### src/pal_pkg.sv
// ----------------------------------------------------------------------------
// pal_pkg
// Shared sizes, command codes and queue/RAM request types for the
// positional array list.
// ----------------------------------------------------------------------------
package pal_pkg;

    localparam int DEPTH       = 128;
    localparam int ADDR_W      = (DEPTH > 1) ? $clog2(DEPTH) : 1;
    localparam int CNT_W       = $clog2(DEPTH + 1);
    localparam int CMD_W       = 2;
    localparam int POS_W       = 8;
    localparam int DATA_W      = 32;
    localparam int CNT_OUT_W   = 8;
    localparam int CMP_W       = ((CNT_W > POS_W) ? CNT_W : POS_W) + 1;

    localparam int S_TDATA_W   = 48;
    localparam int M_TDATA_W   = 48;
    localparam int S_PAD_W     = S_TDATA_W - CMD_W - POS_W - DATA_W;
    localparam int M_PAD_W     = M_TDATA_W - 1 - DATA_W - CNT_OUT_W - 1;

    localparam int QUEUE_DEPTH = 2;
    localparam int QPTR_W      = (QUEUE_DEPTH > 1) ? $clog2(QUEUE_DEPTH) : 1;
    localparam int QCNT_W      = $clog2(QUEUE_DEPTH + 1);

    typedef enum logic [CMD_W-1:0] {
        CMD_READ   = 2'd0,
        CMD_INSERT = 2'd1,
        CMD_DELETE = 2'd2,
        CMD_CLEAR  = 2'd3
    } cmd_t;

    typedef enum logic [1:0] {
        OP_NONE,
        OP_READ,
        OP_INSERT,
        OP_DELETE
    } op_kind_t;

    typedef struct packed {
        op_kind_t            kind;
        logic [ADDR_W-1:0]   idx;
        logic [DATA_W-1:0]   value;
        logic                ok;
        logic [CNT_W-1:0]    cnt_before;
        logic [CNT_W-1:0]    cnt_after;
    } op_t;

    typedef struct packed {
        logic                we;
        logic [ADDR_W-1:0]   waddr;
        logic [DATA_W-1:0]   wdata;
        logic                re;
        logic [ADDR_W-1:0]   raddr;
    } ram_req_t;

    typedef enum logic [1:0] {
        ST_IDLE,
        ST_SHIFT,
        ST_WRVAL,
        ST_DONE
    } back_state_t;

endpackage

### src/pal_queue.sv
// ----------------------------------------------------------------------------
// pal_queue
// Short FIFO of classified operations between front and back end.
// ----------------------------------------------------------------------------
module pal_queue
    import pal_pkg::*;
(
    input  logic aclk,
    input  logic aresetn,
    input  logic push,
    input  op_t  push_op,
    input  logic pop,
    output logic full,
    output logic head_valid,
    output op_t  head_op
);

    op_t               slot_reg [QUEUE_DEPTH];
    logic [QPTR_W-1:0] wr_ptr_reg;
    logic [QPTR_W-1:0] wr_ptr_next;
    logic [QPTR_W-1:0] rd_ptr_reg;
    logic [QPTR_W-1:0] rd_ptr_next;
    logic [QCNT_W-1:0] fill_reg;
    logic [QCNT_W-1:0] fill_next;

    function automatic logic [QPTR_W-1:0] ptr_inc(input logic [QPTR_W-1:0] p);
        logic [QPTR_W-1:0] r;
        r = (p == QPTR_W'(QUEUE_DEPTH - 1)) ? '0 : p + QPTR_W'(1);
        return r;
    endfunction

    assign full       = (fill_reg == QCNT_W'(QUEUE_DEPTH));
    assign head_valid = (fill_reg != '0);
    assign head_op    = slot_reg[rd_ptr_reg];

    always_comb begin
        wr_ptr_next = push ? ptr_inc(wr_ptr_reg) : wr_ptr_reg;
        rd_ptr_next = pop  ? ptr_inc(rd_ptr_reg) : rd_ptr_reg;
        fill_next   = fill_reg + QCNT_W'(push) - QCNT_W'(pop);
    end

    always_ff @(posedge aclk) begin
        if (push) begin
            slot_reg[wr_ptr_reg] <= push_op;
        end
    end

    always_ff @(posedge aclk) begin
        if (!aresetn) begin
            wr_ptr_reg <= '0;
            rd_ptr_reg <= '0;
            fill_reg   <= '0;
        end else begin
            wr_ptr_reg <= wr_ptr_next;
            rd_ptr_reg <= rd_ptr_next;
            fill_reg   <= fill_next;
        end
    end

endmodule

### config.mk
export PLATFORM = sky130hd
export DESIGN_NAME = pal_queue
export DESIGN_NICKNAME = d
export VERILOG_FILES = /design/src/pal_pkg.sv /design/src/pal_queue.sv
export SDC_FILE = /design/constraint.sdc
export NUM_CORES = 1
export LEC_CHECK = 0
export BUFFER_PORTS_ARGS = -buffer_cell sky130_fd_sc_hd__buf_2
export CORE_AREA = 2 2 109 111
export CTS_BUF_LIST = sky130_fd_sc_hd__clkbuf_16
export DETAILED_ROUTE_END_ITERATION = 10
export DIE_AREA = 0 0 111 113
export PLACE_DENSITY = 0.72
export SYNTH_ARGS = -nofsm -noshare
export SYNTH_HDL_FRONTEND = slang
export SYNTH_SLANG_ARGS = --single-unit
### constraint.sdc
create_clock -name aclk -period 10.11 [get_ports aclk]
set_input_delay 0.5055 -clock aclk [delete_from_list [all_inputs] [get_ports aclk]]
set_output_delay 0.5055 -clock aclk [all_outputs]
set_load 0.05 [all_outputs]
==> implementation parameters <==
Parameter                              Value

Outcome
  Run status ... completed

Floorplanning
  Boundary pin count ... 122
  Starting density of the core ... 39.8%
  Die boundary width ... 111 um
  Die area ... 12500 um^2
  Area of the core region ... 11300 um^2
  Std-Cell Rows ... 39
  DIE HEIGHT ... 113 um

Critical path
  Critical Setup Path Class ... register to output port
  Required arrival time at the worst endpoint ... 9.60 ns
  Depth of the worst register-to-register path ... 2
  Highest fanout seen on the critical path ... 58
  Kind of end point of the critical path ... output port
  Critical path data arrival time ... 2.00 ns
  Critical Path Start Type ... register

Cells and area
  Layout Utilization ... 51.7%
  Total area of sequential cells ... 3590 um^2
  Share of cells above drive strength 1 ... 60.0%
  Area overhead of the layout relative to synthesis ... 29.7%
  Flip-flop count of the largest register after layout ... 116
  Cell area after layout ... 5820 um^2
  Final Net Count ... 401
  Ant diodes ... 0
  Multi-input gate area ... 857 um^2
  Fillers ... 927

Power and ir drop
  Leakage component of the power ... 2.28 nW
  Max rail drop VDD ... 0.131 mV
  Power density cells ... 235 nW/um^2

Yosys
  Share of synthesized area occupied by flip-flops and latches ... 79.8%
  FF+latch count, synth ... 121
  Warnings, synthesis ... 0
  Share of flip-flops with an asynchronous set or reset ... 0%
  Cell with the most instances after synthesis ... sky130_fd_sc_hd__edfxtp_1
  Cell type with the highest aggregate area in the netlist ... sky130_fd_sc_hd__edfxtp_1
  Post-synthesis instance area ... 4490 um^2
  Top FF cell, synth ... sky130_fd_sc_hd__edfxtp_1
  Leading post-synthesis cells by instance count ... sky130_fd_sc_hd__edfxtp_1 (116), sky130_fd_sc_hd__mux2_2 (38), sky130_fd_sc_hd__mux2_4 (20)
  Top cells by area, synth ... sky130_fd_sc_hd__edfxtp_1 (78%), sky130_fd_sc_hd__mux2_2 (9.5%), sky130_fd_sc_hd__mux2_4 (6.7%)
  Cell count after synthesis ... 201
  Count of distinct cell types in the synthesized netlist ... 14
  EDFF count, synth ... 116
  Post-Synthesis Net Count ... 265
  Share of Yosys cell area claimed by the top area cell type ... 77.6%
  Mean cell area of the mapped netlist ... 22.3 um^2

Place
  DP HPWL ... 4.78 mm
  Area of placed instances ... 5250 um^2
  Pre-CTS setup slack ... 7.87 ns
  IO Port Bufs ... 121
  Last weighted congestion value of the routability-driven placer ... 0.713

GRT
  Global-route congestion overflow total ... 0
  Wire length of the first global-routing pass ... 11.4 mm
  Number of antenna violations at the first check in global routing ... 1
  Overall routing resource usage ... 12.2%
  Maximum number of pins on one net before global-route repair ... 59
  Number of global-route vias before repair ... 2282

Drt
  DR iter-0 viols ... 92
  Wirelength per Cell ... 15.3 um
  Antenna Nets Post-Route ... 0
  Number of remaining DRC errors ... 0
  Number of vias per cell ... 4.60
  Number of search-and-repair iterations in the first detailed-routing pass ... 4
  Vias ... 2266
  Wire length reported by the detailed router ... 7.54 mm

Clocking
  Clock tree sinks ... 121
  Clock tree from TritonCTS ... done
  Skew-Pair Late Insertion Delay ... 0.40 ns
  Clock tree root buffer cell ... sky130_fd_sc_hd__clkbuf_16
  Num CTS Buffers ... 17
  Clock Pin Slew Worst Setup and Hold Paths ... 0.06 ns
  Max Buffers Root-to-Sink ... 2
  Hold bufs inserted after CTS ... 0
  Post-cts repair resize count ... 0
  Post-CTS setup buffer count ... 0
  H-Tree Level Count ... 4

Timing
  Number of max-slew violations in the final report ... 0
  Number of failing hold endpoints at the final stage ... 0
  Fmax ... 399 MHz
  Max Clock Skew ... 0.00710 ns
  Relative slew slack ... 41.4%
  Unrepaired setup endpoints after global routing ... false
  Tightest hold margin ... 0.288 ns
  Tcrit/Tclk final ... 24.8%
  Final setup margin ... 7.61 ns
  Transition time of the tightest slew-check pin ... 0.879 ns
  Post-route minimum period ... 2.50 ns
  Setup total negative slack ... 0 ns
  Count of final setup violators ... 0

Run
  # Max-Cap Violations ... 0

Min path
  Class of the tightest hold or removal check ... input pin to register
  Number of cells traversed by the worst hold path ... 1
report_power, final:
group	leakage [nW]	total [mW]	switching, mW	internal, mW
Clock	0.294	0.577	0.198	0.379
Combinational	0.853	0.191	0.129	0.0625
Sequential	1.13	0.597	0.0170	0.580
Total	2.28	1.37	0.344	1.02
per-layer routing:
layer	vias up	track usage, %	part of all wire, %
met3	11	6.21	6.9
met1	1091	13.3	41
met2	92	20.2	51
met5	-	0	0.17
met4	2	5.00	1.1
li1	1070	-	-
area by class of cell:
cell class                 count  area share, %
inverter                       2          0.129
multi-input combinational     72           14.7
clock buffer                  17           7.31
tap                          143           3.07
clock inverter                15           2.51
timing repair buffer         123           10.7
sequential                   121           61.6
worst max-delay path, cell delays in order (launching register included):
cell	delay (ns)
sky130_fd_sc_hd__dfxtp_4	0.92
sky130_fd_sc_hd__mux2_2	0.43
sky130_fd_sc_hd__buf_2	0.21
cell families (layout without fill, tap and decap cells):
group	after synthesis	after routing	synth area share, %
buffers and inverters	8	157	1.25
XOR/XNOR	2	2	0.697
multiplexers	58	58	16.2
AO/OA/AOI/OAI	1	1	0.167
flip-flops	121	121	79.8
AND/OR/NAND/NOR	9	9	1.25
adder cells (fa/ha/maj)	2	2	0.557
per-stage QoR:
step / cells / power (mW)
4_1_cts: 493 / 1.38
3_5_place_dp: 461 / 0.801
6_report: 493 / 1.37
2_1_floorplan: 201 / 0.755
5_1_grt: 493 / 1.41
3_3_place_gp: 461 / 0.798
layout by cell type, fill, tap and decap left out, types with 3 or more instances in the layout:
cell type and instances:
sky130_fd_sc_hd__clkbuf_16 17, sky130_fd_sc_hd__clkinv_2 3, sky130_fd_sc_hd__and2_1 3, sky130_fd_sc_hd__mux2_4 20, sky130_fd_sc_hd__bufinv_16 3, sky130_fd_sc_hd__inv_1 7
sky130_fd_sc_hd__buf_2 121, sky130_fd_sc_hd__nor2b_1 3, sky130_fd_sc_hd__edfxtp_1 116, sky130_fd_sc_hd__dfxtp_1 4, sky130_fd_sc_hd__mux2_2 38
path summary, 6_finish.rpt:
kind | from | end | slack (ns)
worst max-delay path | register | head_op[53] | 7.61
worst min-delay path | push_op[14] | slot_reg[0][14]$_DFFE_PP_ | 0.29
worst max register to register | wr_ptr_reg$_SDFFE_PN0P_ | slot_reg[1][39]$_DFFE_PP_ | 8.21
worst min register to register | rd_ptr_reg$_SDFFE_PN0P_ | register | 0.57
Power figures use the tool's default switching activity.
