## config.mk

```make
export PLATFORM = sky130hd
export DESIGN_NAME = pal_back
export DESIGN_NICKNAME = d
export VERILOG_FILES = /design/src/pal_pkg.sv /design/src/pal_back.sv
export SDC_FILE = /design/constraint.sdc
export NUM_CORES = 1
export LEC_CHECK = 0
export ABC_AREA = 1
export BUFFER_PORTS_ARGS = -buffer_cell sky130_fd_sc_hd__buf_2
export CAP_MARGIN = 25
export CELL_PAD_IN_SITES_DETAIL_PLACEMENT = 1
export CELL_PAD_IN_SITES_GLOBAL_PLACEMENT = 1
export CORE_ASPECT_RATIO = 2
export CORE_UTILIZATION = 25
export CTS_CLUSTER_DIAMETER = 200
export CTS_CLUSTER_SIZE = 16
export DETAILED_ROUTE_END_ITERATION = 7
export PLACE_DENSITY = 0.62
export SLEW_MARGIN = 20
export SYNTH_ARGS = -nofsm -noshare
export SYNTH_HDL_FRONTEND = slang
export SYNTH_SLANG_ARGS = --single-unit
```

## constraint.sdc

```tcl
create_clock -name aclk -period 6.6 [get_ports aclk]
set_clock_uncertainty 0.1 [all_clocks]
set_input_delay 0 -clock aclk [delete_from_list [all_inputs] [get_ports aclk]]
set_output_delay 0 -clock aclk [all_outputs]
set_load 0.03 [all_outputs]
```

## src/pal_pkg.sv

```systemverilog
// ----------------------------------------------------------------------------
// pal_pkg
// Shared sizes, command codes and queue/RAM request types for the
// positional array list.
// ----------------------------------------------------------------------------
package pal_pkg;

    localparam int DEPTH       = 128;
    localparam int ADDR_W      = (DEPTH > 1) ? $clog2(DEPTH) : 1;
    localparam int CNT_W       = $clog2(DEPTH + 1);
    localparam int CMD_W       = 2;
    localparam int POS_W       = 8;
    localparam int DATA_W      = 32;
    localparam int CNT_OUT_W   = 8;
    localparam int CMP_W       = ((CNT_W > POS_W) ? CNT_W : POS_W) + 1;

    localparam int S_TDATA_W   = 48;
    localparam int M_TDATA_W   = 48;
    localparam int S_PAD_W     = S_TDATA_W - CMD_W - POS_W - DATA_W;
    localparam int M_PAD_W     = M_TDATA_W - 1 - DATA_W - CNT_OUT_W - 1;

    localparam int QUEUE_DEPTH = 2;
    localparam int QPTR_W      = (QUEUE_DEPTH > 1) ? $clog2(QUEUE_DEPTH) : 1;
    localparam int QCNT_W      = $clog2(QUEUE_DEPTH + 1);

    typedef enum logic [CMD_W-1:0] {
        CMD_READ   = 2'd0,
        CMD_INSERT = 2'd1,
        CMD_DELETE = 2'd2,
        CMD_CLEAR  = 2'd3
    } cmd_t;

    typedef enum logic [1:0] {
        OP_NONE,
        OP_READ,
        OP_INSERT,
        OP_DELETE
    } op_kind_t;

    typedef struct packed {
        op_kind_t            kind;
        logic [ADDR_W-1:0]   idx;
        logic [DATA_W-1:0]   value;
        logic                ok;
        logic [CNT_W-1:0]    cnt_before;
        logic [CNT_W-1:0]    cnt_after;
    } op_t;

    typedef struct packed {
        logic                we;
        logic [ADDR_W-1:0]   waddr;
        logic [DATA_W-1:0]   wdata;
        logic                re;
        logic [ADDR_W-1:0]   raddr;
    } ram_req_t;

    typedef enum logic [1:0] {
        ST_IDLE,
        ST_SHIFT,
        ST_WRVAL,
        ST_DONE
    } back_state_t;

endpackage

```

## src/pal_back.sv

```systemverilog
// ----------------------------------------------------------------------------
// pal_back
// Executes queued operations against the element RAM: reads, element
// shifts for insert and delete, and the result output register.
// ----------------------------------------------------------------------------
module pal_back
    import pal_pkg::*;
(
    input  logic                 aclk,
    input  logic                 aresetn,
    input  logic                 head_valid,
    input  op_t                  head_op,
    output logic                 pop,
    output ram_req_t             ram_req,
    input  logic [DATA_W-1:0]    ram_rdata,
    output logic                 back_idle,
    output logic                 m_axis_tvalid,
    input  logic                 m_axis_tready,
    output logic [M_TDATA_W-1:0] m_axis_tdata
);

    back_state_t            state_reg, state_next;
    op_t                    op_reg, op_next;
    logic [ADDR_W-1:0]      src_reg, src_next;
    logic [CNT_W-1:0]       left_reg, left_next;
    logic                   pend_valid_reg, pend_valid_next;
    logic                   pend_cap_reg, pend_cap_next;
    logic [ADDR_W-1:0]      pend_addr_reg, pend_addr_next;
    logic [DATA_W-1:0]      data_reg, data_next;
    logic                   m_valid_reg, m_valid_next;
    logic [M_TDATA_W-1:0]   m_data_reg, m_data_next;
    logic                   out_free;
    logic                   is_ins;

    assign out_free  = !m_valid_reg || m_axis_tready;
    assign is_ins    = (op_reg.kind == OP_INSERT);
    assign back_idle = (state_reg == ST_IDLE);

    // next state
    always_comb begin
        state_next = state_reg;
        unique case (state_reg)
            ST_IDLE: begin
                if (head_valid) begin
                    state_next = (head_op.kind == OP_NONE) ? ST_DONE : ST_SHIFT;
                end
            end
            ST_SHIFT: begin
                if (left_reg == '0 && !pend_valid_reg) begin
                    state_next = is_ins ? ST_WRVAL : ST_DONE;
                end
            end
            ST_WRVAL: state_next = ST_DONE;
            ST_DONE: begin
                if (out_free) begin
                    state_next = ST_IDLE;
                end
            end
            default: state_next = ST_IDLE;
        endcase
    end

    // datapath and outputs
    always_comb begin
        op_next         = op_reg;
        src_next        = src_reg;
        left_next       = left_reg;
        pend_valid_next = pend_valid_reg;
        pend_cap_next   = pend_cap_reg;
        pend_addr_next  = pend_addr_reg;
        data_next       = data_reg;
        m_data_next     = m_data_reg;
        m_valid_next    = m_valid_reg;
        pop             = 1'b0;
        ram_req.we      = 1'b0;
        ram_req.waddr   = pend_addr_reg;
        ram_req.wdata   = ram_rdata;
        ram_req.re      = 1'b0;
        ram_req.raddr   = src_reg;

        if (m_valid_reg && m_axis_tready) begin
            m_valid_next = 1'b0;
        end

        unique case (state_reg)
            ST_IDLE: begin
                if (head_valid) begin
                    pop       = 1'b1;
                    op_next   = head_op;
                    data_next = '0;
                    left_next = '0;
                    unique case (head_op.kind)
                        OP_READ: begin
                            ram_req.re      = 1'b1;
                            ram_req.raddr   = head_op.idx;
                            pend_valid_next = 1'b1;
                            pend_cap_next   = 1'b1;
                        end
                        OP_DELETE: begin
                            // removed word first, then pull later words down
                            ram_req.re      = 1'b1;
                            ram_req.raddr   = head_op.idx;
                            pend_valid_next = 1'b1;
                            pend_cap_next   = 1'b1;
                            left_next       = head_op.cnt_before - CNT_W'(1)
                                              - CNT_W'(head_op.idx);
                            src_next        = head_op.idx + ADDR_W'(1);
                        end
                        OP_INSERT: begin
                            // move words from the top down to the insert slot
                            left_next = head_op.cnt_before - CNT_W'(head_op.idx);
                            src_next  = ADDR_W'(head_op.cnt_before - CNT_W'(1));
                        end
                        OP_NONE: begin
                        end
                    endcase
                end
            end
            ST_SHIFT: begin
                if (pend_valid_reg) begin
                    if (pend_cap_reg) begin
                        data_next = ram_rdata;
                    end else begin
                        ram_req.we = 1'b1;
                    end
                end
                if (left_reg != '0) begin
                    ram_req.re      = 1'b1;
                    pend_valid_next = 1'b1;
                    pend_cap_next   = 1'b0;
                    pend_addr_next  = is_ins ? src_reg + ADDR_W'(1)
                                             : src_reg - ADDR_W'(1);
                    src_next        = is_ins ? src_reg - ADDR_W'(1)
                                             : src_reg + ADDR_W'(1);
                    left_next       = left_reg - CNT_W'(1);
                end else begin
                    pend_valid_next = 1'b0;
                end
            end
            ST_WRVAL: begin
                ram_req.we    = 1'b1;
                ram_req.waddr = op_reg.idx;
                ram_req.wdata = op_reg.value;
            end
            ST_DONE: begin
                if (out_free) begin
                    m_valid_next = 1'b1;
                    m_data_next  = {M_PAD_W'(0),
                                    (op_reg.cnt_after == '0),
                                    CNT_OUT_W'(op_reg.cnt_after),
                                    data_reg,
                                    op_reg.ok};
                end
            end
            default: begin
            end
        endcase
    end

    always_ff @(posedge aclk) begin
        op_reg        <= op_next;
        src_reg       <= src_next;
        left_reg      <= left_next;
        pend_cap_reg  <= pend_cap_next;
        pend_addr_reg <= pend_addr_next;
        data_reg      <= data_next;
        m_data_reg    <= m_data_next;
    end

    always_ff @(posedge aclk) begin
        if (!aresetn) begin
            state_reg      <= ST_IDLE;
            pend_valid_reg <= 1'b0;
            m_valid_reg    <= 1'b0;
        end else begin
            state_reg      <= state_next;
            pend_valid_reg <= pend_valid_next;
            m_valid_reg    <= m_valid_next;
        end
    end

    assign m_axis_tvalid = m_valid_reg;
    assign m_axis_tdata  = m_data_reg;

endmodule

```

==> results.py <==
metrics = {
    "outcome": {
        "status": "finished, final reports clean",
    },
    "synthesis": {
        "ys_async_sr_fraction_pct": 0,
        "synth_area_um2": 7090,
        "ys_types": 42,
        "yosysTopAreaCell": "edfxtp_1",
        "ys_top_cells_by_count": "239 x nand2_1, 147 x edfxtp_1, 93 x inv_1, 25 x nand3_1, 24 x o21ai_0",
        "synth_seq_cells": 151,
        "netlist_top_cells_area": "edfxtp_1 62%, nand2_1 13%, inv_1 4.9%",
        "ys.flop_type": "edfxtp_1",
        "yosys_warnings": 0,
        "synth_edf_count": 147,
        "synth_top_area_share_pct": 62.2,
        "synthCells": 686,
        "seq_area_frac_synth_pct": 63.4,
        "synth.avg_cell_area_um2": 10.3,
        "synth.most_common_cell": "nand2_1",
    },
    "timing": {
        "setup_viol": 0,
        "slew_viol_final": 0,
        "hold_slack_ps": 19.4,
        "finalHoldViolations": 0,
        "max_freq_ghz": 0.339,
        "tightest_slew_ps": 930,
        "min_period_ps": 2950,
        "rsz0062_at_grt": "no",
        "slew_headroom_pct": 37.9,
        "period_share_pct": 44.7,
        "fin_setup_tns_ps": 0,
    },
    "setup_path": {
        "cp_num_cells": 7,
        "critical_path.top_delay_family": "simple AND/OR/NAND/NOR gates",
        "cp-start-kind": "register",
        "cp_data_required_time_ps": 6560,
        "arrival_ps": 2910,
        "crit_path_end_kind": "register",
        "cp.buffers_inverters": 3,
        "rr_worst_depth": 7,
        "crit_fanout": 52,
        "critPathKind": "reg2reg",
        "cpPeakStageDelay_ps": 750,
        "worst_path_max_delay_cell": "nor2_4",
        "path_cells": "inv_1, ha_1, nand2_1, inv_2, buf_4, a21oi_1, nor2_4",
    },
    "power_and_ir_drop": {
        "power_frac_comb_pct": 36.9,
        "power.density_nw_per_um2": 414,
        "p_leak_uw": 0.00450,
        "power_frac_clock_pct": 25.4,
        "internal-power_uw": 2480,
        "ir_drop_mv": 0.204,
        "switchingPower_uw": 1610,
        "seqPwrFrac_pct": 37.6,
        "switching_share_pct": 39.4,
    },
    "hold_path": {
        "min_delay_path_depth": 5,
        "hp-class": "in2reg",
    },
    "drt": {
        "drt_pass1_iterations": 4,
        "detail_route.wl_per_cell_um": 16.0,
        "antenna_left": 0,
        "drc_errors": 0,
        "drtIter0Drc": 261,
        "via_count": 5648,
        "drt_wl_total_mm": 21.2,
        "via_per_inst": 4.25,
    },
    "clocking": {
        "postCtsSetupRepairBufs": 0,
        "tritoncts": "yes",
        "numClockSinks": 151,
        "clockRootBuffer": "clkbuf_16",
        "h-tree-depth": 4,
        "clk_path_buf_depth": 2,
        "clk_latency_ps": 440,
        "cts_made_buffers": 17,
        "clk_pin_slew_ps": 60,
    },
    "finish": {
        "nets": 1073,
        "areaGrowthSynthToFinish_pct": 39.5,
        "drive_gt1_share_pct": 26.4,
        "largest_reg_flops": 50,
        "final_area_um2": 9890,
        "finalNonFillerCells": 1328,
        "post-route-util_pct": 35.6,
    },
    "floorplan": {
        "rows": 86,
        "die_area_um2": 29100,
        "die_w_um": 121,
        "ios": 193,
        "initial_utilization_pct": 25.5,
        "core_area_um2": 27800,
        "die_y_um": 240,
    },
    "placement": {
        "dp_cells": 1208,
        "globalplace.congestion": 0.789,
        "numPortBuffers": 186,
        "place_area_um2": 8380,
        "hpwl_mm": 15.5,
    },
    "job": {
        "cap_violations": 0,
    },
    "global_route": {
        "grt_max_degree": 53,
        "grt-ovfl-total": 0,
        "grt_pass1_wl_mm": 31.7,
        "grt_pass1_vias": 5949,
        "antenna_found_initial": 2,
        "grt_use_total_pct": 15.1,
    },
}
[per-layer routing]
| layer | share of wire [%] | global-route usage (%) |
|---|---|---|
| met5 | 0.080 | 0 |
| met4 | 2.9 | 7.74 |
| met3 | 4.1 | 3.30 |
| met2 | 59 | 30.7 |
| met1 | 33 | 13.1 |
[final timing paths]
check | from | to | slack, ps
max | state_reg[0] | data_reg[1] | 3650
min | head_op[13] | src_reg[5] | 20
max reg2reg | state_reg[0] | data_reg[1] | 3650
min reg2reg | data_reg[28] | m_axis_tdata[29] | 320
[worst min-delay path, delay by kind of cell]
family | cells | cell delay [ps]
simple gates | 3 | 240
compound gates | 1 | 110
buf+inv | 1 | 100
[layout by cell type (no fill, tap or decap), types with 7 or more instances in the layout]
cell | synthesis | final
nor2_1 | 20 | 19
nand3_1 | 25 | 25
o21ai_0 | 24 | 24
a21oi_1 | 17 | 16
nand2_1 | 239 | 239
xor2_1 | 14 | 14
clkbuf_16 | 0 | 17
buf_2 | 8 | 186
dlygate4sd3_1 | 0 | 86
inv_2 | 7 | 8
inv_1 | 93 | 92
edfxtp_1 | 147 | 147
ha_1 | 16 | 14
nor2_4 | 6 | 7
[final cells by class]
type                    instances  area [um2]
fillers                      3184       17900
flip-flops and latches        151        4490
multi-input cells             415        2110
repair buffers                276        1830
well taps                     352         440
clock buffers                  18         429
inverters                     101         382
clock inverters                14         198
diodes                          1        2.50
[cell families after synthesis]
| family | share of synthesized area [%] |
|---|---|
| simple gates | 19.1 |
| flops | 63.4 |
| buf+inv | 7.43 |
| compound gates | 4.57 |
| xor+xnor | 2.22 |
| fa+ha+maj | 3.10 |
| other cells | 0.0529 |
| mux | 0.141 |
[power by group through the flow]
stage          Sequential [uW]  Combinational (uW)  Clock (uW)
2_1_floorplan             1590                 972           0
3_3_place_gp              1550                1460           0
6_report                  1540                1510        1040
5_1_grt                   1570                1660        1100
4_1_cts                   1540                1530        1070
3_5_place_dp              1560                1480           0
[what timing repair did]
item	CTS	global route
hold buffers	86	0
hold endpoints to repair	89	0
endpoints found under the setup margin	0	0
gates resized for setup	0	0
[stage by stage]
step | power [uW] | setup WS (ps)
floorplan | 2560 | 2260
global placement | 3010 | 3610
detailed placement | 3040 | 3530
CTS | 4140 | 3460
global route | 4330 | 3370
finish | 4090 | 3650
(Power assumes the default switching activity.)
