File: config.mk
export PLATFORM = sky130hd
export DESIGN_NAME = pal_front
export DESIGN_NICKNAME = d
export VERILOG_FILES = /design/src/pal_pkg.sv /design/src/pal_front.sv
export SDC_FILE = /design/constraint.sdc
export NUM_CORES = 1
export LEC_CHECK = 0
export BUFFER_PORTS_ARGS = -buffer_cell sky130_fd_sc_hd__buf_2
export CAP_MARGIN = 20
export CORE_MARGIN = 10
export CORE_UTILIZATION = 30
export CTS_CLUSTER_SIZE = 25
export DETAILED_ROUTE_END_ITERATION = 10
export HOLD_SLACK_MARGIN = 0.02
export PLACE_DENSITY_LB_ADDON = 0.3
export SLEW_MARGIN = 20
export SYNTH_ARGS = -nofsm -noshare
export SYNTH_HDL_FRONTEND = slang
export SYNTH_SLANG_ARGS = --single-unit
File: constraint.sdc
create_clock -name aclk -period 3.2 [get_ports aclk]
set_input_delay 0 -clock aclk [delete_from_list [all_inputs] [get_ports aclk]]
set_output_delay 0 -clock aclk [all_outputs]
set_load 0.005 [all_outputs]
File: src/pal_pkg.sv
// ----------------------------------------------------------------------------
// pal_pkg
// Shared sizes, command codes and queue/RAM request types for the
// positional array list.
// ----------------------------------------------------------------------------
package pal_pkg;

    localparam int DEPTH       = 128;
    localparam int ADDR_W      = (DEPTH > 1) ? $clog2(DEPTH) : 1;
    localparam int CNT_W       = $clog2(DEPTH + 1);
    localparam int CMD_W       = 2;
    localparam int POS_W       = 8;
    localparam int DATA_W      = 32;
    localparam int CNT_OUT_W   = 8;
    localparam int CMP_W       = ((CNT_W > POS_W) ? CNT_W : POS_W) + 1;

    localparam int S_TDATA_W   = 48;
    localparam int M_TDATA_W   = 48;
    localparam int S_PAD_W     = S_TDATA_W - CMD_W - POS_W - DATA_W;
    localparam int M_PAD_W     = M_TDATA_W - 1 - DATA_W - CNT_OUT_W - 1;

    localparam int QUEUE_DEPTH = 2;
    localparam int QPTR_W      = (QUEUE_DEPTH > 1) ? $clog2(QUEUE_DEPTH) : 1;
    localparam int QCNT_W      = $clog2(QUEUE_DEPTH + 1);

    typedef enum logic [CMD_W-1:0] {
        CMD_READ   = 2'd0,
        CMD_INSERT = 2'd1,
        CMD_DELETE = 2'd2,
        CMD_CLEAR  = 2'd3
    } cmd_t;

    typedef enum logic [1:0] {
        OP_NONE,
        OP_READ,
        OP_INSERT,
        OP_DELETE
    } op_kind_t;

    typedef struct packed {
        op_kind_t            kind;
        logic [ADDR_W-1:0]   idx;
        logic [DATA_W-1:0]   value;
        logic                ok;
        logic [CNT_W-1:0]    cnt_before;
        logic [CNT_W-1:0]    cnt_after;
    } op_t;

    typedef struct packed {
        logic                we;
        logic [ADDR_W-1:0]   waddr;
        logic [DATA_W-1:0]   wdata;
        logic                re;
        logic [ADDR_W-1:0]   raddr;
    } ram_req_t;

    typedef enum logic [1:0] {
        ST_IDLE,
        ST_SHIFT,
        ST_WRVAL,
        ST_DONE
    } back_state_t;

endpackage

File: src/pal_front.sv
// ----------------------------------------------------------------------------
// pal_front
// Accepts command beats, checks them against a shadow element count and
// queues a classified operation for the back end.
// ----------------------------------------------------------------------------
module pal_front
    import pal_pkg::*;
(
    input  logic                 aclk,
    input  logic                 aresetn,
    input  logic                 s_axis_tvalid,
    output logic                 s_axis_tready,
    input  logic [S_TDATA_W-1:0] s_axis_tdata,
    input  logic                 q_full,
    output logic                 push,
    output op_t                  push_op,
    output logic [CNT_W-1:0]     shadow_count
);

    logic [CNT_W-1:0]  count_reg;
    logic [CNT_W-1:0]  count_next;
    cmd_t              cmd;
    logic [POS_W-1:0]  pos;
    logic [DATA_W-1:0] val;
    logic [CMP_W-1:0]  pos_e;
    logic [CMP_W-1:0]  n_e;
    logic              in_range;
    logic              ins_range;

    always_comb begin
        cmd       = cmd_t'(s_axis_tdata[CMD_W-1:0]);
        pos       = s_axis_tdata[CMD_W +: POS_W];
        val       = s_axis_tdata[CMD_W + POS_W +: DATA_W];
        pos_e     = CMP_W'(pos);
        n_e       = CMP_W'(count_reg);
        in_range  = (pos != '0) && (pos_e <= n_e);
        ins_range = (pos != '0) && (pos_e <= n_e + CMP_W'(1))
                    && (count_reg < CNT_W'(DEPTH));

        push_op.kind       = OP_NONE;
        push_op.idx        = ADDR_W'(pos_e - CMP_W'(1));
        push_op.value      = val;
        push_op.ok         = 1'b0;
        push_op.cnt_before = count_reg;
        push_op.cnt_after  = count_reg;

        unique case (cmd)
            CMD_READ: begin
                if (in_range) begin
                    push_op.kind = OP_READ;
                    push_op.ok   = 1'b1;
                end
            end
            CMD_INSERT: begin
                if (ins_range) begin
                    push_op.kind      = OP_INSERT;
                    push_op.ok        = 1'b1;
                    push_op.cnt_after = count_reg + CNT_W'(1);
                end
            end
            CMD_DELETE: begin
                if (in_range) begin
                    push_op.kind      = OP_DELETE;
                    push_op.ok        = 1'b1;
                    push_op.cnt_after = count_reg - CNT_W'(1);
                end
            end
            CMD_CLEAR: begin
                push_op.ok        = 1'b1;
                push_op.cnt_after = '0;
            end
        endcase
    end

    assign s_axis_tready = !q_full;
    assign push          = s_axis_tvalid && !q_full;
    assign count_next    = push ? push_op.cnt_after : count_reg;
    assign shadow_count  = count_reg;

    always_ff @(posedge aclk) begin
        if (!aresetn) begin
            count_reg <= '0;
        end else begin
            count_reg <= count_next;
        end
    end

endmodule

==> results, run 1 <==
- For this design, the slowest cell found on the critical path is sky130_fd_sc_hd__ha_1.
- In this run the power density over the cells is between 200 and 250 mW/mm2.
- sky130_fd_sc_hd__buf_4 takes more of the synthesized area than any other cell.
- The final total power is ~0.52 mW.
- The half-perimeter wire length of the detailed placement result is 4690 um.
- Sequential cells were found to cover 8.91% of the synthesized design area.
- In this run, the number of DRC markers left after iteration 0 of detailed routing was about 150.
- The flop-to-flop setup slack is ~0.30 ns.
- The number of sinks on the clock net is 8.
- Synthesis produced a netlist whose cell count is between 200 and 250.
- The CTS tree is done.
- 0 antenna diodes ended up in the layout.
- The area of the placeable core is between 0.005 and 0.006 mm2.
- The critical path goes through ha_1 -> nand3_1 -> buf_4 -> xnor2_1 -> ha_1 -> nand4_1 -> o221a_2 -> o21ai_1 -> buf_4 -> a21oi_1 -> buf_4 -> nor2b_1 -> a221o_1 -> buf_2.
- The die width is a little under 100 um.
- The destination of the worst hold path is shadow_count[7]$_SDFFE_PN0P_.
- The die area is around 0.0095 mm2.
- The post-route netlist has 26.7% of its cells at a drive strength greater than 1.
- The worst setup path is captured at an output port.
- For this run the aggregate overflow at the end of global routing stands at 0.
- The initial utilization of the core area, before any placement, comes to 30.5%.
- Entering global routing, the biggest net connects 14 pins.
- The first detailed-routing pass ran for 4 iterations.
- Setup violations remaining at the end of the flow were counted as 0.
- The cell area after technology mapping is ~0.0018 mm2.
- The global-route wire length before repair is 10500 um.
- Timing would allow up to between 300 and 400 MHz.
- At the later pin of the worst-skew pair, clock insertion delay measures about 0.24 ns.
- The number of distinct library cell variants in the gate-level netlist after synthesis is 53.
- The register with the most flip-flops in the layout has 8 of them.
- The startpoint of the most critical register-to-register path is shadow_count[0]$_SDFFE_PN0P_.
- At the end of routability-driven placement, the weighted congestion stood at a little under 0.9.
- For this run, the leading register cell type out of synthesis is sky130_fd_sc_hd__dfxtp_1.
- The initialized floorplan defines 28 standard-cell rows.
- The final clock period utilization by the worst path is between 90% and 100%.
- After detailed routing, the number of remaining DRC violations is 0.
- The most numerous cell type found on the critical path is sky130_fd_sc_hd__buf_4.
- The depth of the worst hold-timing path is 3.
- The depth of the worst register-to-register path is 11.
- The routed layout has a little over 2000 vias.
- The fill cell total of the finished layout is just over 600.
- The hold path startpoint is aresetn.
- The final hold violation count is 0.
- The total global-route track usage is between 10% and 20%.
- The number of buffers inserted by port buffering is slightly below 50.
- The via-per-instance ratio is roughly 5.5.
- The maximum vdd ir drop is about 0.13 mV.
- The final net count is 370.
- The die is between 90 and 100 um tall.
- The classification of the worst-slack hold path is input pin to register.
- At the pin with the least slew margin, the transition time is between 0.6 and 0.7 ns.
- The shortest clock period the worst path allows after layout is approximately 3.0 ns.
- The flip-flop and latch area is about 160 um2.
- For this run, the slowest stage of the critical path takes 0.33 ns.
- The kind of start point of the critical path is a register.
- At the worst endpoint, the required time is 3.20 ns.
- The critical path buffer and inverter count is 4.
- The highest fanout seen on the critical path is 6.
- The relative slew slack is 58.1%.
- The number of nets still failing antenna checks after routing is 0.
- After clock tree synthesis, the clock-pin slew on the worst setup and hold paths is 0.04 ns.
- No sink is reached through more buffers than the 2 on the longest clock path.
- Buffers inserted during clock tree synthesis total 3.
- Leaving out fill and tap cells, the most frequent cell in the layout is sky130_fd_sc_hd__buf_2.
- The synthesized netlist net count is roughly 320.
- The number of max-slew violations in the final report came to 0.
- The layout overhead on the synthesized area is 28.0%.
- The analysis attributes to cell leakage a power of 1.03 nW.
- Summed over all failing endpoints, the final setup total negative slack is 0 ns.
- The wire length per cell is about 18 um.
- In this run the number of H-tree levels came out at 1.
- The synthesized area divided by synthesized cell count is approximately 7.3 um2.
- The setup clock skew after layout is 0.00150 ns.
- Tracing the worst setup path back leads to its startpoint at shadow_count[0]$_SDFFE_PN0P_.
- Counting flops with a built-in enable in the synthesized netlist gives 0.
- The top cell types in the final layout, fill and taps aside, are 49 x sky130_fd_sc_hd__buf_2, 32 x sky130_fd_sc_hd__dlygate4sd3_1, 21 x sky130_fd_sc_hd__nand2_1, 20 x sky130_fd_sc_hd__ha_1, 17 x sky130_fd_sc_hd__inv_1.
- The share of the core filled with cells is around two fifths.
- The area fraction of the dominant cell type after synthesis is approximately 17%.
- The number of top-level pins is 120.
- The max-capacitance violation count is 0.
- The run finished with clean final reports.
- Data on the critical path arrives at its endpoint at slightly above 3 ns.
- Summing all multi-input logic gate instances after layout gives 0.00128 mm2.
- The number of antenna violations at the first check in global routing is 0.
- In the post-synthesis netlist, the biggest area contributors are sky130_fd_sc_hd__buf_4 17%, sky130_fd_sc_hd__ha_1 14%, sky130_fd_sc_hd__dfxtp_1 8.9%.
- By startpoint and endpoint, the worst setup path is classified as register to output port.
- The synthesis warning total is 0.
- Synthesis inferred 8 register bits.
- The number of global-route vias before repair is around 2100.
- The destination of the worst register-to-register timing path is shadow_count[3]$_SDFFE_PN0P_.
- The total routed wirelength is between 6000 and 7000 um.
- The async set-reset flop share out of synthesis is 0%.
- Clock tree synthesis selected as its root buffer the cell sky130_fd_sc_hd__clkbuf_8.
- The critical path's top delay family is compound AO/OA/AOI/OAI gates.
[worst register-to-register path: stages (launching register included)]
cell,delay [ns]
sky130_fd_sc_hd__dfxtp_1,0.32
sky130_fd_sc_hd__ha_1,0.18
sky130_fd_sc_hd__nand3_1,0.10
sky130_fd_sc_hd__or3_4,0.38
sky130_fd_sc_hd__xnor2_2,0.15
sky130_fd_sc_hd__ha_1,0.29
sky130_fd_sc_hd__a21o_1,0.18
sky130_fd_sc_hd__a21oi_1,0.12
sky130_fd_sc_hd__o21ai_1,0.10
sky130_fd_sc_hd__a21bo_1,0.28
sky130_fd_sc_hd__or4_4,0.54
sky130_fd_sc_hd__a41oi_2,0.18
[where the power goes]
group	switching, mW	leakage (nW)	total (mW)	internal (mW)
combinational	0.159	0.939	0.288	0.128
sequential	0.00507	0.0651	0.110	0.105
clock	0.0450	0.0216	0.127	0.0819
[repair_timing]
item                       4_1_cts  5_1_grt
resized for setup                0        6
hold endpoints to repair        32        0
setup buffers                    0        0
setup endpoints to repair        0        5
hold buffers                    32        0
[worst max-delay path by stage]
stage                                   endpoint  slack (ns)  depth (start not counted)
global placement    shadow_count[3]$_SDFFE_PN0P_        0.34                         10
CTS                                   push_op[3]        0.13                         12
finish                                push_op[3]        0.17                         14
global route                          push_op[3]      -0.007                         14
detailed placement  shadow_count[3]$_SDFFE_PN0P_        0.28                         10
floorplan           shadow_count[3]$_SDFFE_PN0P_        0.02                         11
[per-layer routing]
layer  global-route usage (%)  vias to the layer above  share of wire (%)
li1                         -                      970                  -
met1                     15.3                      921                 42
met2                     21.7                      120                 48
met3                     3.98                       12                8.8
met4                     4.25                        0                1.7
met5                        0                        -                  0
[layout make-up]
type,instances,area share (%)
Multi-Input combinational cell,173,55.4
Timing Repair Buffer,94,28.8
Sequential cell,8,6.96
Inverter,18,2.93
Tap cell,75,4.08
Clock buffer,3,1.79
[cells by family (layout without fill, tap and decap cells)]
group	Yosys count	count (layout)	share of synthesized area, %
mux	2	2	1.11
compound gates	57	57	23.3
flops	8	8	8.91
buf+inv	64	115	21.9
xor+xnor	11	11	5.36
simple gates	83	83	25.5
fa+ha+maj	20	20	13.9
[cells in the mapped netlist, drive strengths merged, types with 2 or more instances]
| cell | instances |
|---|---|
| nand2b | 2 |
| a211oi | 4 |
| xnor2 | 8 |
| o221ai | 2 |
| or4 | 3 |
| a211o | 2 |
| dfxtp | 8 |
| o22ai | 2 |
| nor3b | 2 |
| o211ai | 3 |
| o32ai | 2 |
| nor3 | 7 |
| nand2 | 21 |
| buf | 43 |
| o21ai | 7 |
| and3 | 2 |
| clkbuf | 3 |
| inv | 17 |
| and2 | 3 |
| nor2 | 12 |
| or3 | 2 |
| mux2i | 2 |
| a21oi | 11 |
| nor2b | 3 |
| ha | 20 |
| a41oi | 3 |
| and4 | 2 |
| nand3 | 13 |
| xor2 | 3 |
| o2111ai | 3 |
| nor4 | 4 |
| a31oi | 6 |
| nand4 | 6 |
| o221a | 2 |
[per-stage QoR]
step,hold slack (ns),setup WS [ns],area [um2],instances
2_1_floorplan,0.0342,0.0226,1800,245
3_3_place_gp,0.0000346,0.344,1910,336
3_5_place_dp,0.0000346,0.283,1910,336
4_1_cts,0.126,0.125,2270,371
5_1_grt,0.140,-0.00683,2300,371
6_report,0.122,0.172,2300,371
Power figures use the tool's default switching activity.
==> run 2: changes to the inputs <==
- ABC_AREA: unset -> 1
- CELL_PAD_IN_SITES_DETAIL_PLACEMENT: unset -> 0
- CELL_PAD_IN_SITES_GLOBAL_PLACEMENT: unset -> 2
- CORE_UTILIZATION: 30 -> 18
==> run 2 against run 1 <==
Cell count is 24% higher. Sequential share of layout area is 0.081 points higher. Largest power group unchanged. Count of clock-buffer cells in the layout unchanged. Synthesized area fell by 0.56%. Sequential power up 6%. Critical path type unchanged. Synthesized cell count up 15%. Critical path depth is 1 higher. Global-route usage down 4.0 points. Cell area decreased by 0.38%.
==> results, run 2 <==
- The flow ran to the end, and the final reports show no timing, DRC or antenna violations.
- 120 I/O pins were placed.
- The path with the worst hold slack has its endpoint at s_axis_tready.
- The number of buffers between clock root and the deepest sink is 2.
- The worst register-to-register path begins at shadow_count[3]$_SDFFE_PN0P_.
- For the pin with the worst max-slew slack, the measured transition is between 0.6 and 0.7 ns.
- Before antenna repair, the detailed router went through 4 iterations.
- The biggest area contributor in the post-synthesis netlist is sky130_fd_sc_hd__buf_4.
- The HPWL after detailed placement is 5020 um.
- The highest fanout seen on the critical path is 8.
- The async set-reset flop share out of synthesis is 0%.
- The hold path startpoint is q_full.
- Summed over all layers, the global routing overflow is 0.
- The setup TNS is 0 ns.
- CTS placed an instance of sky130_fd_sc_hd__clkbuf_8 at the clock tree root.
- The number of global-route vias before repair is roughly 2000.
- Entering global routing, the biggest net connects 16 pins.
- The area of the placeable core is 0.00973 mm2.
- The critical path buffer and inverter count is 2.
- The first global-routing pass estimated about 11000 um of wire.
- The signal on the critical path passes through inv_2 -> nor2_1 -> nand3_1 -> nor2_1 -> xor2_1 -> ha_1 -> nand2_1 -> nor2_1 -> nand4_1 -> nand2_4 -> nand3_4 -> nand2_1 -> nand3_1 -> nand3_1 -> buf_2.
- The number of max-slew violations in the final report is 0.
- The synthesis warning total is 0.
- The cell area after placement is 0.00192 mm2.
- The relative slew slack is between 50% and 60%.
- The worst path arrival time is between 2 and 3 ns.
- The number of antenna violations at the first check in global routing came to 0.
- The total global-route track usage is 8.99%.
- The leakage power figure is approximately 1.2 nW.
- The overall via count from detail_route is between 1500 and 2000.
- In this run the register-to-register setup slack is about 0.5 ns.
- The cell area after technology mapping is between 0.0015 and 0.002 mm2.
- The register with the most flip-flops in the layout has 8 of them.
- The dominant synthesized flop cell is sky130_fd_sc_hd__dfxtp_1.
- The most used standard cell by instance count after synthesis is sky130_fd_sc_hd__nand2_1.
- The critical-path cell with the highest stage delay is sky130_fd_sc_hd__dfxtp_1.
- The wire length per cell is 14.4 um.
- The synthesized area divided by synthesized cell count is ~6.3 um2.
- The critical path's top delay family is simple AND/OR/NAND/NOR gates.
- The CTS tree is done.
- The total setup buffers inserted after CTS is 0.
- The DRC violations left is 0.
- STA classifies the critical path endpoint as an output port.
- The number of distinct library cell variants in the gate-level netlist after synthesis is 29.
- The kind of start point of the critical path is a register.
- Setup violations remaining at the end of the flow were counted as 0.
- In this run, CTS created clock tree buffers numbering 3.
- The via-per-instance ratio is 4.07.
- The number of synthesized flops with an enable pin is 0.
- The shortest clock period the worst path allows after layout is about 2.9 ns.
- The number of buffers inserted by port buffering is 49.
- The commonest non-fill, non-tap cell in the layout is sky130_fd_sc_hd__nand2_1.
- Compared with the post-synthesis result, the final layout area differs by 28.3%.
- By area the synthesized netlist is led by sky130_fd_sc_hd__buf_4 17%, sky130_fd_sc_hd__ha_1 14%, sky130_fd_sc_hd__nand2_1 12%.
- The fill cell total of the finished layout is between 1000 and 1500.
- For the worst flop-to-flop path, the logic depth is 17.
- In the synthesized netlist, the cells that appear most often are 59 x sky130_fd_sc_hd__nand2_1, 40 x sky130_fd_sc_hd__buf_4, 30 x sky130_fd_sc_hd__inv_1, 30 x sky130_fd_sc_hd__nand3_1, 22 x sky130_fd_sc_hd__nor2_1.
- In the layout the commonest cells are 59 x sky130_fd_sc_hd__nand2_1, 49 x sky130_fd_sc_hd__buf_2, 33 x sky130_fd_sc_hd__dlygate4sd3_1, 30 x sky130_fd_sc_hd__inv_1, 30 x sky130_fd_sc_hd__nand3_1.
- The later-pin clock latency in the skew report is 0.23 ns.
- The weighted congestion at the end of routability-driven global placement is around 0.74.
- The share of cells above drive strength 1 is 22.0%.
- The sequential fraction of the synthesis area is under 10%.
- The tool flagged a number of max-cap violations equal to 0.
- The initial standard-cell utilization of the core is between 10% and 20%.
- The final net count is roughly 400.
- The floorplan step defined a die boundary enclosing between 0.01 and 0.015 mm2.
- The maximum vdd ir drop is ~0.11 mV.
- Data on the critical path is required at its endpoint by between 3 and 4 ns.
- The height of the chip is between 100 and 150 um.
- In this run the power density over the cells is approximately 250 mW/mm2.
- In this run the number of H-tree levels came out at 1.
- Setup repair after global routing left no endpoint under its margin.
- The repair_antennas step left the layout with diodes totalling 0.
- The maximum frequency from static timing analysis is roughly 350 MHz.
- The depth of the worst hold-timing path is 3.
- The clock arrives with 0.00125 ns of skew.
- The destination of the worst register-to-register timing path is shadow_count[1]$_SDFFE_PN0P_.
- The die width is 120 um.
- Counting every sink on the clock net gives 8.
- The total routed wirelength is about 6600 um.
- The setup path with the least slack is of type register to output port.
- The final hold violation count is 0.
- The cell count after synthesis came out at between 200 and 300.
- The summed area of non-filler cells in the final layout is roughly 0.0023 mm2.
- The classification of the worst-slack hold path is input pin to output port.
- Clock-pin slew was measured on the worst setup and hold paths at about 0.04 ns.
- For this run, the slowest stage of the critical path takes 0.46 ns.
- Summed over its instances, the top area cell type makes up 16.8% of the synthesized netlist area.
- The number of storage elements in the synthesis netlist is 8.
- The number of violations reported at the end of detailed-routing iteration 0 is between 40 and 50.
- The floorplan has 36 rows.
- The final clock period utilization by the worst path is slightly below 90%.
- The number of nets in the synthesized netlist is 354.
- The number of nets still failing antenna checks after routing is 0.
[run 2: cell types whose count changed after synthesis, moves of 4 or more]
cell	before	now
sky130_fd_sc_hd__nor3_1	7	0
sky130_fd_sc_hd__nor2_1	12	22
sky130_fd_sc_hd__nand4_1	6	14
sky130_fd_sc_hd__nand3_1	13	30
sky130_fd_sc_hd__xor2_1	3	9
sky130_fd_sc_hd__a31oi_1	6	0
sky130_fd_sc_hd__inv_1	17	30
sky130_fd_sc_hd__nand3_2	0	4
sky130_fd_sc_hd__nand2_1	21	59
[run 2: kinds of logic after synthesis]
group                    count (synthesis)  synth area share, %
AO/OA/AOI/OAI                           24                 7.63
AND/OR/NAND/NOR                        138                 37.5
buffers and inverters                   78                 25.1
XOR/XNOR                                14                 6.86
flip-flops                               8                 8.96
adder cells (fa/ha/maj)                 20                 14.0
[run 2: cell type report]
type | instances | area (um2) | share of cell area, %
inverter | 33 | 124 | 5.40
sequential | 8 | 161 | 7.04
clock buffer | 3 | 41.3 | 1.80
tap | 133 | 166 | 7.26
multi-input combinational | 196 | 1180 | 51.4
timing repair buffer | 88 | 621 | 27.1
[run 2: worst register-to-register path, delay by kind of cell (launching register included)]
| family | cells | cell delay [ns] |
|---|---|---|
| xor+xnor | 1 | 0.10 |
| fa+ha+maj | 1 | 0.32 |
| buf+inv | 2 | 0.17 |
| simple gates | 13 | 1.54 |
| flops | 1 | 0.46 |
[run 2: worst max path at each step]
| stage | from | end | slack [ns] | cells after the start |
|---|---|---|---|---|
| 6_report | shadow_count[3]$_SDFFE_PN0P_ | push_op[5] | 0.35 | 15 |
| 5_1_grt | shadow_count[3]$_SDFFE_PN0P_ | push_op[0] | 0.003 | 16 |
| 4_1_cts | shadow_count[1]$_SDFFE_PN0P_ | push_op[1] | 0.24 | 16 |
| 3_5_place_dp | shadow_count[1]$_SDFFE_PN0P_ | shadow_count[1]$_SDFFE_PN0P_ | 0.42 | 17 |
| 3_3_place_gp | shadow_count[1]$_SDFFE_PN0P_ | shadow_count[1]$_SDFFE_PN0P_ | 0.44 | 17 |
| 2_1_floorplan | shadow_count[1]$_SDFFE_PN0P_ | shadow_count[1]$_SDFFE_PN0P_ | 0.75 | 17 |
[run 2: metrics by stage]
step | worst slack [ns] | instances | util [%] | hold slack [ns] | power, mW
4_1_cts | 0.236 | 461 | 23.6 | 0.229 | 0.592
5_1_grt | 0.00255 | 461 | 23.6 | 0.261 | 0.643
3_5_place_dp | 0.417 | 425 | 19.7 | 0.0000346 | 0.424
6_report | 0.349 | 461 | 23.6 | 0.225 | 0.577
2_1_floorplan | 0.747 | 282 | - | 0.0311 | 0.350
3_3_place_gp | 0.444 | 425 | 19.7 | 0.0000346 | 0.424
[run 2: report_power, final]
group / switching, mW / total [mW] / internal, mW / leakage [nW]
logic: 0.193 / 0.337 / 0.144 / 1.12
clock network: 0.0420 / 0.124 / 0.0817 / 0.0216
registers: 0.00918 / 0.117 / 0.107 / 0.0663
total: 0.244 / 0.577 / 0.334 / 1.21
[run 2: layer usage]
layer  part of all wire (%)  GRT usage (%)  vias up
li1                       -              -      977
met1                     43           10.3      834
met2                     51           17.0       65
met3                    5.0           2.16        2
met4                   0.45          0.905        0
met5                      0              0        -
[run 2: what timing repair did]
action,in CTS,in global routing
hold endpoints to repair,33,0
gates resized for setup,0,1
endpoints found under the setup margin,0,4
hold buffers,33,0
